`src/hdl/mbwt_pkg.sv`:
```
// Package for the markup body word tokenizer.
// Holds character constants, result item layout and the word character test.
// No dependencies.
package mbwt_pkg;

   localparam int COUNT_BITS_DEFAULT = 24;
   localparam int QUEUE_DEPTH        = 4;

   localparam logic ITEM_CHAR = 1'b0;
   localparam logic ITEM_END  = 1'b1;

   localparam logic [7:0] CH_LT     = 8'h3C;  // '<'
   localparam logic [7:0] CH_GT     = 8'h3E;  // '>'
   localparam logic [7:0] CH_SLASH  = 8'h2F;  // '/'
   localparam logic [7:0] CH_B      = 8'h42;
   localparam logic [7:0] CH_O      = 8'h4F;
   localparam logic [7:0] CH_D      = 8'h44;
   localparam logic [7:0] CH_Y      = 8'h59;
   localparam logic [7:0] CH_PERIOD = 8'h2E;
   localparam logic [7:0] CH_COMMA  = 8'h2C;
   localparam logic [7:0] CH_QUOTE  = 8'h27;
   localparam logic [7:0] CH_BTICK  = 8'h60;

   typedef struct packed {
      logic        kind;
      logic [7:0]  ch;
      logic [23:0] doc;
      logic [23:0] pos;
      logic [31:0] total;
   } result_type;

   function automatic logic is_word_char(input logic [7:0] c);
      return (c >= 8'h61 && c <= 8'h7A) || (c >= 8'h41 && c <= 8'h5A) ||
             (c >= 8'h30 && c <= 8'h39) || c == CH_PERIOD || c == CH_COMMA ||
             c == CH_QUOTE || c == CH_BTICK;
   endfunction

endpackage

```
`src/hdl/markup_body_word_tokenizer.sv`:
```
// Markup body word tokenizer, top level.
// Results of an accepted request are registered in the result queue and leave from its head.
// Throughput: one request per cycle while the four-entry result queue has two free slots.
// Rate is set by the result queue drain: a request may yield two results, one leaves per cycle while rsp_stall is low.
// Reset (synchronous, active high) clears tag state, held character, counters and the queue.
// Depends on mbwt_pkg.
module markup_body_word_tokenizer
   import mbwt_pkg::*;
#(
   parameter int COUNT_BITS = COUNT_BITS_DEFAULT
) (
   input  logic        clock,
   input  logic        reset,
   input  logic        req_valid,
   output logic        req_stall,
   input  logic [7:0]  req_in_byte,
   output logic        rsp_valid,
   input  logic        rsp_stall,
   output logic        rsp_item_kind,
   output logic [7:0]  rsp_word_char,
   output logic [23:0] rsp_doc_number,
   output logic [23:0] rsp_word_position,
   output logic [31:0] rsp_words_total
);

   localparam int QCNT_BITS = $clog2(QUEUE_DEPTH + 1);
   localparam int QIDX_BITS = $clog2(QUEUE_DEPTH);

   // ---------------- tokenizer state ----------------
   logic                  tag_ff, tag_in;           // inside a tag
   logic                  closing_ff, closing_in;   // '/' seen in current tag
   logic [3:0][7:0]       prefix_ff, prefix_in;     // first four tag characters
   logic [2:0]            tlen_ff, tlen_in;         // captured count, stops at 4
   logic                  held_v_ff, held_v_in;     // one-character delay line
   logic [7:0]            held_c_ff, held_c_in;
   logic                  started_ff, started_in;   // some char of word already sent
   logic [COUNT_BITS-1:0] doc_ff, doc_in;
   logic [COUNT_BITS-1:0] pos_ff, pos_in;
   logic [31:0]           words_ff, words_in;

   // ---------------- result queue ----------------
   // Head is always entry 0; entries shift down on a pop.
   result_type [QUEUE_DEPTH-1:0] q_ff, q_in;
   logic [QCNT_BITS-1:0]         qcnt_ff, qcnt_in;

   logic       accept, pop;
   logic [1:0] n_res;
   result_type res0, res1;

   logic [7:0]  c;
   logic        body;
   logic        emit_held, nonempty;
   logic [31:0] words_inc;
   logic [31:0] doc_wide, pos_wide;
   logic [3:0][7:0] prefix_cut;
   logic [QCNT_BITS-1:0] cnt_after_pop;
   logic [QIDX_BITS-1:0] widx;

   // stall when fewer than two free slots; never looks at req_valid
   assign req_stall = (qcnt_ff > QCNT_BITS'(QUEUE_DEPTH - 2));
   assign accept    = req_valid && !req_stall;
   assign rsp_valid = (qcnt_ff != '0);
   assign pop       = rsp_valid && !rsp_stall;

   assign rsp_item_kind     = q_ff[0].kind;
   assign rsp_word_char     = q_ff[0].ch;
   assign rsp_doc_number    = q_ff[0].doc;
   assign rsp_word_position = q_ff[0].pos;
   assign rsp_words_total   = q_ff[0].total;

   assign c    = req_in_byte;
   assign body = (prefix_ff[0] == CH_B) && (prefix_ff[1] == CH_O) &&
                 (prefix_ff[2] == CH_D) && (prefix_ff[3] == CH_Y);

   // held char is dropped when it is a trailing '.' or ','
   assign emit_held = held_v_ff && (held_c_ff != CH_PERIOD) && (held_c_ff != CH_COMMA);
   assign nonempty  = started_ff || emit_held;
   assign words_inc = (&words_ff) ? words_ff : words_ff + 32'd1;
   assign doc_wide  = 32'(doc_ff);
   assign pos_wide  = 32'(pos_ff);

   // ---------------- per-byte step ----------------
   always_comb begin
      tag_in     = tag_ff;
      closing_in = closing_ff;
      prefix_in  = prefix_ff;
      prefix_cut = prefix_ff;
      tlen_in    = tlen_ff;
      held_v_in  = held_v_ff;
      held_c_in  = held_c_ff;
      started_in = started_ff;
      doc_in     = doc_ff;
      pos_in     = pos_ff;
      words_in   = words_ff;
      n_res      = 2'd0;
      res0       = '0;
      res1       = '0;

      if (accept) begin
         if (tag_ff) begin
            if (c == CH_SLASH) begin
               closing_in = 1'b1;
            end else if (c == CH_GT) begin
               tag_in = 1'b0;
               // short tag: clear the slot after the last capture
               if (tlen_ff < 3'd4) begin
                  prefix_cut[tlen_ff[1:0]] = '0;
               end
               prefix_in = prefix_cut;
               if (closing_ff && prefix_cut[0] == CH_B && prefix_cut[1] == CH_O &&
                   prefix_cut[2] == CH_D && prefix_cut[3] == CH_Y) begin
                  doc_in = (&doc_ff) ? doc_ff : doc_ff + COUNT_BITS'(1);
                  pos_in = '0;
               end
               tlen_in = 3'd0;
            end else if (tlen_ff < 3'd4) begin
               prefix_in[tlen_ff[1:0]] = c;
               tlen_in = tlen_ff + 3'd1;
            end
         end else if (c == CH_LT || (body && !is_word_char(c))) begin
            // word end: flush held char, then end item
            if (c == CH_LT) begin
               tag_in     = 1'b1;
               closing_in = 1'b0;
            end
            if (emit_held) begin
               res0.kind = ITEM_CHAR;
               res0.ch   = held_c_ff;
            end
            if (nonempty) begin
               words_in = words_inc;
               pos_in   = (&pos_ff) ? pos_ff : pos_ff + COUNT_BITS'(1);
               if (emit_held) begin
                  res1.kind  = ITEM_END;
                  res1.doc   = doc_wide[23:0];
                  res1.pos   = pos_wide[23:0];
                  res1.total = words_inc;
                  n_res      = 2'd2;
               end else begin
                  res0.kind  = ITEM_END;
                  res0.doc   = doc_wide[23:0];
                  res0.pos   = pos_wide[23:0];
                  res0.total = words_inc;
                  n_res      = 2'd1;
               end
            end
            held_v_in  = 1'b0;
            held_c_in  = '0;
            started_in = 1'b0;
         end else if (body) begin
            if (held_v_ff) begin
               res0.kind  = ITEM_CHAR;
               res0.ch    = held_c_ff;
               n_res      = 2'd1;
               started_in = 1'b1;
            end
            held_c_in = c;
            held_v_in = 1'b1;
         end
      end
   end

   // ---------------- queue update ----------------
   always_comb begin
      q_in          = q_ff;
      cnt_after_pop = qcnt_ff;
      if (pop) begin
         for (int i = 0; i < QUEUE_DEPTH - 1; i++) begin
            q_in[i] = q_ff[i+1];
         end
         cnt_after_pop = qcnt_ff - QCNT_BITS'(1);
      end
      widx = cnt_after_pop[QIDX_BITS-1:0];
      if (n_res != 2'd0) begin
         q_in[widx] = res0;
      end
      if (n_res == 2'd2) begin
         q_in[widx + QIDX_BITS'(1)] = res1;
      end
      qcnt_in = cnt_after_pop + QCNT_BITS'(n_res);
   end

   always_ff @(posedge clock) begin
      if (reset) begin
         tag_ff     <= 1'b0;
         closing_ff <= 1'b0;
         prefix_ff  <= '0;
         tlen_ff    <= '0;
         held_v_ff  <= 1'b0;
         held_c_ff  <= '0;
         started_ff <= 1'b0;
         doc_ff     <= '0;
         pos_ff     <= '0;
         words_ff   <= '0;
         qcnt_ff    <= '0;
      end else begin
         tag_ff     <= tag_in;
         closing_ff <= closing_in;
         prefix_ff  <= prefix_in;
         tlen_ff    <= tlen_in;
         held_v_ff  <= held_v_in;
         held_c_ff  <= held_c_in;
         started_ff <= started_in;
         doc_ff     <= doc_in;
         pos_ff     <= pos_in;
         words_ff   <= words_in;
         qcnt_ff    <= qcnt_in;
      end
   end

   always_ff @(posedge clock) begin
      q_ff <= q_in;
   end

   // ---------------- checks ----------------
   a_qcnt_bound: assert property (@(posedge clock) disable iff (reset)
      qcnt_ff <= QCNT_BITS'(QUEUE_DEPTH))
      else $error("result queue overflow");

   a_end_total: assert property (@(posedge clock) disable iff (reset)
      (rsp_valid && rsp_item_kind == ITEM_END) |-> (rsp_words_total != 32'd0))
      else $error("end item with zero word total");

   a_char_clean: assert property (@(posedge clock) disable iff (reset)
      (rsp_valid && rsp_item_kind == ITEM_CHAR) |->
         (rsp_doc_number == '0 && rsp_word_position == '0 && rsp_words_total == '0))
      else $error("character item carries counter fields");

   a_tag_silent: assert property (@(posedge clock) disable iff (reset)
      (accept && tag_ff) |=> (qcnt_ff <= $past(qcnt_ff)))
      else $error("tag byte produced a result");

endmodule

```
`config.mk`:
```
export PLATFORM = sky130hd
export DESIGN_NAME = markup_body_word_tokenizer
export DESIGN_NICKNAME = d
export VERILOG_FILES = /design/src/hdl/mbwt_pkg.sv /design/src/hdl/markup_body_word_tokenizer.sv
export SDC_FILE = /design/constraint.sdc
export NUM_CORES = 1
export LEC_CHECK = 0
export BUFFER_PORTS_ARGS = -buffer_cell sky130_fd_sc_hd__buf_4
export CAP_MARGIN = 20
export CORE_UTILIZATION = 45
export DETAILED_ROUTE_END_ITERATION = 8
export GPL_ROUTABILITY_DRIVEN = 0
export PLACE_DENSITY_LB_ADDON = 0.25
export SYNTH_ARGS = -nofsm -noshare
export SYNTH_HDL_FRONTEND = slang
export SYNTH_SLANG_ARGS = --single-unit
```
`constraint.sdc`:
```
create_clock -name clock -period 4.1 [get_ports clock]
set_input_delay 0.82 -clock clock [delete_from_list [all_inputs] [get_ports clock]]
set_output_delay 0.82 -clock clock [all_outputs]
set_load 0.01 [all_outputs]
```
# == Word level (Yosys, flattened, before mapping) ==
# Index checks and enable logic that the tools add are counted.
# word_totals
regBits,486
inputBits,12
out_inout_bits,91
elab_cells,204
# classes
addsub,7
n_lt_le_gt_ge,14
eq_ne,23
muxes,74
bitwise,5
n_reduce_logical,47
# op_table
op,n
bitwise mux 356 bit,2
two-way mux 356 bit,2
two-way mux 80 bit,8
demux 89 bit (select 2 bit),2
two-way mux 89 bit,4
two-way mux 267 bit,1
two-way mux 32 bit,8
two-way mux 24 bit,7
"== test 8 x 7 -> 1 bit, second input constant",9
"adder 24 x 1 -> 24 bit, second input constant",2
"== test 8 x 6 -> 1 bit, second input constant",6
two-way mux 8 bit,6
AND reduction 24 bit,2
"adder 32 x 1 -> 32 bit, second input constant",1
AND 32 bit,1
bitwise mux 32 bit,1
NOT 32 bit,1
AND reduction 32 bit,1
two-way mux 1 bit,23
logical AND 1 bit,18
demux 8 bit (select 2 bit),1
">= comparator 8 x 7 -> 1 bit, second input constant",2
"<= comparator 8 x 7 -> 1 bit, second input constant",2
"!= test 8 x 6 -> 1 bit, second input constant",2
25 further kinds,58

# == Longest topological paths before layout ==
# Gate-level depths: netlist (run 1).
# logic_depth
ltp_word,20
depth_mapped,13
depth_no_buf,12

# == Least setup slack after synthesis (run 1) ==
# No wires, ideal clock.
# synth_path
kind,input -> register
start,in req_in_byte[0]
end,reg qcnt_ff[2]
setup_ns,0.078
arrival_time_ns,3.198
required_time_ns,4.022
setup_slack_ns,0.824
cell_stages,12
n_path_buf,0
path_cell_list,or4_4 -> nor2_4 -> a311oi_1 -> nand3_1 -> a21oi_1 -> a31oi_1 -> nor2_1 -> ha_1 -> fa_1 -> xor2_1 -> and3_1 -> nor3_1
# synth_between
elab_chain_cells,15
word_cells_on_any_way,27
classes_between,1 x add/sub; 6 x order compare; 5 x eq/ne; 3 x mux; 12 x reduce/logical
# synth_rtl
item,line_no,rtl
start: declaration,markup_body_word_tokenizer.sv:16,"input logic [7:0] req_in_byte,"
>= comparator 8 x 7 -> 1 bit or <= comparator 8 x 7 -> 1 bit (tied branches),mbwt_pkg.sv:33,return (c >= 8'h61 && c <= 8'h7A) || (c >= 8'h41 && c <= 8'h5A) ||
logical AND 1 bit,mbwt_pkg.sv:33,
logical OR 1 bit (2 in series),mbwt_pkg.sv:33,
logical OR 1 bit (3 in series),mbwt_pkg.sv:34,(c >= 8'h30 && c <= 8'h39) || c == CH_PERIOD || c == CH_COMMA ||
logical OR 1 bit,mbwt_pkg.sv:35,c == CH_QUOTE || c == CH_BTICK;
zero test 1 bit,markup_body_word_tokenizer.sv:120,end else if (c == CH_LT || (body && !is_word_char(c))) begin
logical AND 1 bit,markup_body_word_tokenizer.sv:120,
logical OR 1 bit *,markup_body_word_tokenizer.sv:120,
two-way mux 2 bit *,markup_body_word_tokenizer.sv:120,
two-way mux 2 bit *,markup_body_word_tokenizer.sv:100,if (tag_ff) begin
two-way mux 2 bit *,markup_body_word_tokenizer.sv:99,if (accept) begin
adder 3 x 2 -> 3 bit *,markup_body_word_tokenizer.sv:180,qcnt_in = cnt_after_pop + QCNT_BITS'(n_res);
end signal: assignment,markup_body_word_tokenizer.sv:207,qcnt_ff <= qcnt_in;
end: declaration,markup_body_word_tokenizer.sv:44,"logic [QCNT_BITS-1:0] qcnt_ff, qcnt_in;"
# Every way passes the cells marked *; elsewhere a longest branch is shown, timed or not.
# A chain may end at the register's enable or synchronous reset.

==> results.json, run 1 <==
{
  "most-common-layout-cells": "dfxtp_1 (486), nand2_1 (342), o21ai_0 (278)",
  "core_area_sq_mm": 0.0481,
  "yosysTopAreaCell": "dfxtp_1",
  "fmax_mhz": 270,
  "die-area_sq_mm": 0.0500,
  "hold_viol": 0,
  "cts_setup_buffers": 0,
  "die_w_um": 224,
  "area_growth_pct": 11.9,
  "synth.area.top_cells": "dfxtp_1 (44%), mux2i_1 (10%), o21ai_0 (6.3%)",
  "start_util": 0.459,
  "critPathCapture": "q_ff[230]",
  "synth_edf_count": 0,
  "cp-startpoint": "prefix_ff[2]",
  "async_flop_share": 0,
  "final.setup.tns_ns": 0,
  "grt_pass1_wl_mm": 91.3,
  "synth_cells": 2567,
  "first_global_vias": 17400,
  "required_ns": 4.62,
  "cts_max_path_buffers": 3,
  "cp-start-kind": "register",
  "postSynthAreaPerCell_sq_um": 8.61,
  "reg2reg_slack_ns": 0.40,
  "multiInputGateArea_sq_mm": 0.0108,
  "vias": 18100,
  "ys_seq_area_frac": 0.440,
  "io_pins": 103,
  "synth-compound-area-share": 0.166,
  "drt_iter0_drc": 1159,
  "critPathArrivalTime_ns": 4.22,
  "root_buffer": "clkbuf_16",
  "synth_top_family_by_area": "simple AND/OR/NAND/NOR gates",
  "drv_cap": 0,
  "grt_overflow": 0,
  "drc": 0,
  "routed_via_density": 5.66,
  "min_path_type": "register to register",
  "antenna_found_initial": 0,
  "reg2reg_depth": 9,
  "hold_buffers": 0,
  "firstDrtPassIters": 5,
  "synth_adder_area_share": 0.00713,
  "cts_tree": "yes",
  "wl_per_cell_um": 17.7,
  "min_period_ns": 3.70,
  "tightest_slew_ns": 0.957,
  "register_area_sq_mm": 0.00973,
  "final-setup-viol-count": 0,
  "worst_setup_path_end_kind": "register",
  "fin_nets": 2522,
  "gr-usage-all-layers": 0.222,
  "ys_warn_count": 0,
  "cts_made_buffers": 51,
  "maxSlewHeadroom": 0.362,
  "r2r-start": "prefix_ff[2]",
  "grt_max_degree": 82,
  "layout_commonest_cell": "dfxtp_1",
  "diodes": 0,
  "syn-num-nets": 2591,
  "cts.sinks": 486,
  "yosys.area_share.simple": 0.183,
  "netlist_area_sq_mm": 0.0221,
  "rows": 80,
  "p_leak_nw": 9.97,
  "synthXorXnorAreaFrac": 0.0206,
  "report.final.slew_viol_count": 0,
  "clk-insertion-delay-late_ns": 0.60,
  "layout-drive-gt1-share": 0.111,
  "status": "complete, no violations",
  "fin_skew_ns": 0.0227,
  "ant_nets": 0,
  "synth_top_area_frac": 0.440,
  "routed_wl_mm": 56.5,
  "ys_ff_latch": 486,
  "vdd_drop_max_mv": 0.318,
  "finalHoldWorstSlack_ns": 0.454,
  "clk_pin_slew_ns": 0.06,
  "nFillCells": 4433,
  "synth_flop_cell": "dfxtp_1",
  "powerDensity_mw_per_mm2": 573,
  "crit_type": "register to register",
  "rr_endpoint": "q_ff[230]",
  "rsz0062_at_grt": "no",
  "port_buffers": 102,
  "fp.dieH_um": 224,
  "ctsHtreeMaxLevel": 2,
  "yosysUniqueCellTypes": 79,
  "dp_hpwl_mm": 35.7,
  "finalCritPeriodShare": 0.903,
  "synthMuxAreaShare": 0.107,
  "cts.repair.resized": 0,
  "critPathMaxFanout": 56
}
==> power breakdown <==
part | switching (mW) | internal [mW]
combinational | 1.96 | 1.58
sequential | 0.408 | 5.42
clock | 1.92 | 2.88
==> synth_stat cells (6+ instances only) <==
| cell type | instances |
|---|---|
| a211oi_1 | 8 |
| o22ai_1 | 80 |
| o21a_1 | 6 |
| mux2i_1 | 231 |
| nor2_1 | 84 |
| inv_1 | 72 |
| o2111ai_1 | 8 |
| a32oi_1 | 6 |
| a21oi_1 | 88 |
| o211ai_1 | 48 |
| a21o_1 | 7 |
| xor2_1 | 20 |
| buf_2 | 40 |
| and4_1 | 11 |
| and2_1 | 14 |
| clkbuf_1 | 137 |
| o31ai_1 | 13 |
| or4_1 | 16 |
| nand2b_1 | 48 |
| nand4_1 | 24 |
| o21ai_0 | 278 |
| nor4_1 | 19 |
| nor2b_1 | 6 |
| buf_4 | 91 |
| and3_1 | 22 |
| dfxtp_1 | 486 |
| ha_1 | 11 |
| nand3_1 | 133 |
| or2_2 | 8 |
| o21ai_1 | 21 |
| a31oi_1 | 16 |
| xnor2_1 | 32 |
| nand2_1 | 342 |
| nor3_1 | 25 |
| or3_1 | 39 |
==> cell type report <==
class                   instances  area share
clock inverters                15     0.00885
well taps                     656      0.0332
repair buffers                151      0.0552
inverters                      72      0.0109
multi-input cells            1736       0.437
clock buffers                  74      0.0616
flip-flops and latches        486       0.393
==> sequential cells by signal, indices dropped and copies added, names as in the netlist, 3 cells and up <==
name and flops:
rsp_word_position 24, rsp_doc_number 24, held_c_ff 8, q_ff 267, pos_ff 24, qcnt_ff 3, words_ff 32, doc_ff 24
tlen_ff 3, rsp_word_char 8, prefix_ff 32, rsp_words_total 32
==> stage by stage <==
step	area (sq um)	worst slack, ns	instances	power [mW]	utilization
6_report	24700	0.400	3190	14.2	0.514
5_1_grt	24700	0.211	3190	14.8	0.514
4_1_cts	24700	0.534	3188	14.3	0.513
3_5_place_dp	22900	0.212	3099	9.44	0.477
3_3_place_gp	22900	0.277	3099	9.34	0.477
2_1_floorplan	22100	0.824	2567	8.53	-
==> how the worst min path moves through the flow <==
stage               cells past startpoint            end           from
detailed placement                      2  prefix_ff[27]  prefix_ff[27]
finish                                  2   held_c_ff[2]   held_c_ff[2]
global route                            2  prefix_ff[29]  prefix_ff[29]
CTS                                     2  prefix_ff[27]  prefix_ff[27]
floorplan                               2      q_ff[355]      q_ff[355]
global placement                        2  prefix_ff[29]  prefix_ff[29]
==> critical path, cell delays in order, from the launching register on <==
cell and delay (ns):
dfxtp_1 0.31, nor4_1 0.57, nand2_1 0.29, nor3_1 0.37, nand3_1 0.15, buf_4 0.21, a2111oi_0 0.76, a31oi_4 0.33
buf_12 0.36, o22ai_1 0.21
==> kinds of logic (layout without fill, tap and decap cells) <==
kind of cell / count (synthesis) / in the layout
and+or+nand+nor: 823 / 823
AOI/OAI and AO/OA: 614 / 614
DFF: 486 / 486
buffers and inverters: 345 / 312
muxes: 235 / 235
xor gates and xnor gates: 52 / 52
adders and majority gates: 12 / 12
==> metal layers <==
metal,wire [um],vias up,GRT usage
met5,0,-,0
met4,1710,0,0.0826
met3,2950,107,0.0308
met2,25800,491,0.360
met1,26000,8605,0.299
li1,-,8856,-
(Power assumes the default switching activity.)
==> run 2, diff against run 1 <==
--- a/config.mk
+++ b/config.mk
@@ -10,7 +10,7 @@
 export CORE_UTILIZATION = 45
 export DETAILED_ROUTE_END_ITERATION = 8
 export GPL_ROUTABILITY_DRIVEN = 0
-export PLACE_DENSITY_LB_ADDON = 0.25
+export PLACE_DENSITY = 0.65
 export SYNTH_ARGS = -nofsm -noshare
 export SYNTH_HDL_FRONTEND = slang
 export SYNTH_SLANG_ARGS = --single-unit
==> results.json, run 2 (synthesis results as in run 1) <==
{
  "min_path_type": "register to register",
  "powerDensity_mw_per_mm2": 572,
  "status": "complete, no violations",
  "gr-usage-all-layers": 0.224,
  "cp-startpoint": "prefix_ff[2]",
  "die-area_sq_mm": 0.0500,
  "cts_tree": "yes",
  "dp_hpwl_mm": 36.1,
  "grt_busiest_layer": "met2",
  "critPathArrivalTime_ns": 4.23,
  "core_area_sq_mm": 0.0481,
  "area_growth_pct": 11.8,
  "fp.dieH_um": 224,
  "crit_type": "register to register",
  "layout_commonest_cell": "dfxtp_1",
  "clk_pin_slew_ns": 0.06,
  "required_ns": 4.63,
  "grt_use_met3": 0.0316,
  "clk-insertion-delay-late_ns": 0.62,
  "antenna_found_initial": 0,
  "critPathMaxFanout": 57,
  "firstDrtPassIters": 5,
  "ant_nets": 0,
  "grt_overflow": 0,
  "cts_made_buffers": 51,
  "drt_iter0_drc": 1279,
  "cp-start-kind": "register",
  "rows": 80,
  "use_met1": 0.292,
  "wl_per_cell_um": 17.7,
  "cts.repair.resized": 0,
  "reg2reg_slack_ns": 0.41,
  "io_pins": 103,
  "largest_register_ffs": 267,
  "final-setup-viol-count": 0,
  "maxSlewHeadroom": 0.383,
  "routed_via_density": 5.69,
  "hp-start": "held_c_ff[1]",
  "worst_setup_path_end_kind": "register",
  "cts.sinks": 486,
  "most-common-layout-cells": "dfxtp_1 (486), nand2_1 (342), o21ai_0 (278)",
  "fin_skew_ns": 0.0267,
  "diodes": 0,
  "p_leak_nw": 9.95,
  "fmax_mhz": 271,
  "finalHoldWorstSlack_ns": 0.454,
  "nFillCells": 4464,
  "report.final.slew_viol_count": 0,
  "root_buffer": "clkbuf_16",
  "routed_wl_mm": 56.6,
  "grt_pass1_wl_mm": 92.2,
  "fin_total_pwr_mw": 14.1,
  "largest-register": "q_ff",
  "final.setup.tns_ns": 0,
  "hold_buffers": 0,
  "placed_cells": 3098,
  "layout-drive-gt1-share": 0.109,
  "fin_nets": 2520,
  "r2r-start": "prefix_ff[2]",
  "fin_cells": 3192,
  "first_global_vias": 17600,
  "vias": 18200,
  "drc": 0,
  "hold_viol": 0,
  "cts_max_path_buffers": 3,
  "min_period_ns": 3.69,
  "vdd_drop_max_mv": 0.292,
  "die_w_um": 224,
  "ctsHtreeMaxLevel": 2,
  "finalCritPeriodShare": 0.901,
  "gr-usage-met2": 0.375,
  "tightest_slew_ns": 0.925,
  "start_util": 0.459,
  "grt_max_degree": 78,
  "drv_cap": 0,
  "rsz0062_at_grt": "no",
  "port_buffers": 102,
  "cts_setup_buffers": 0
}
[run 2: worst paths after layout]
check / to / cells after the start
worst max-delay path: q_ff[227] / 9
worst min register to register: held_c_ff[1] / 2
worst min-delay path: held_c_ff[1] / 2
worst max register to register: q_ff[227] / 9
[run 2: worst max-delay path, cell delays in order, from the launching register on]
cell,delay (ns)
dfxtp_1,0.31
nor4_1,0.54
nand2_1,0.27
nor3_1,0.39
nand3_1,0.20
buf_4,0.23
a2111oi_0,0.78
a31oi_4,0.31
buf_12,0.37
o22ai_1,0.20
[run 2: layer usage]
metal  up-vias  part of all wire  wire length [um]
met1      8724              0.45             25600
met5         -                 0                 0
met3        99             0.049              2790
li1       8851                 -                 -
met2       478              0.47             26600
met4         0             0.029              1620
[run 2: metrics by stage]
step | setup slack (ns) | util | area, sq um
2_1_floorplan | 0.824 | - | 22100
3_3_place_gp | 0.197 | 0.476 | 22900
3_5_place_dp | 0.105 | 0.476 | 22900
4_1_cts | 0.533 | 0.513 | 24700
5_1_grt | 0.0912 | 0.513 | 24700
6_report | 0.408 | 0.513 | 24700
[run 2: cell type report]
class / count / area (sq um) / area share
Clock buffer: 75 / 1470 / 0.0593
Tap cell: 656 / 821 / 0.0332
Sequential cell: 486 / 9730 / 0.394
Multi-Input combinational cell: 1736 / 10800 / 0.437
Inverter: 72 / 270 / 0.0109
Clock inverter: 18 / 284 / 0.0115
Timing Repair Buffer: 149 / 1330 / 0.0540
[run 2: where the power goes]
part | internal (mW) | switching (mW)
Sequential | 5.42 | 0.403
Clock | 2.86 | 1.95
Combinational | 1.55 | 1.97
Total | 9.83 | 4.32
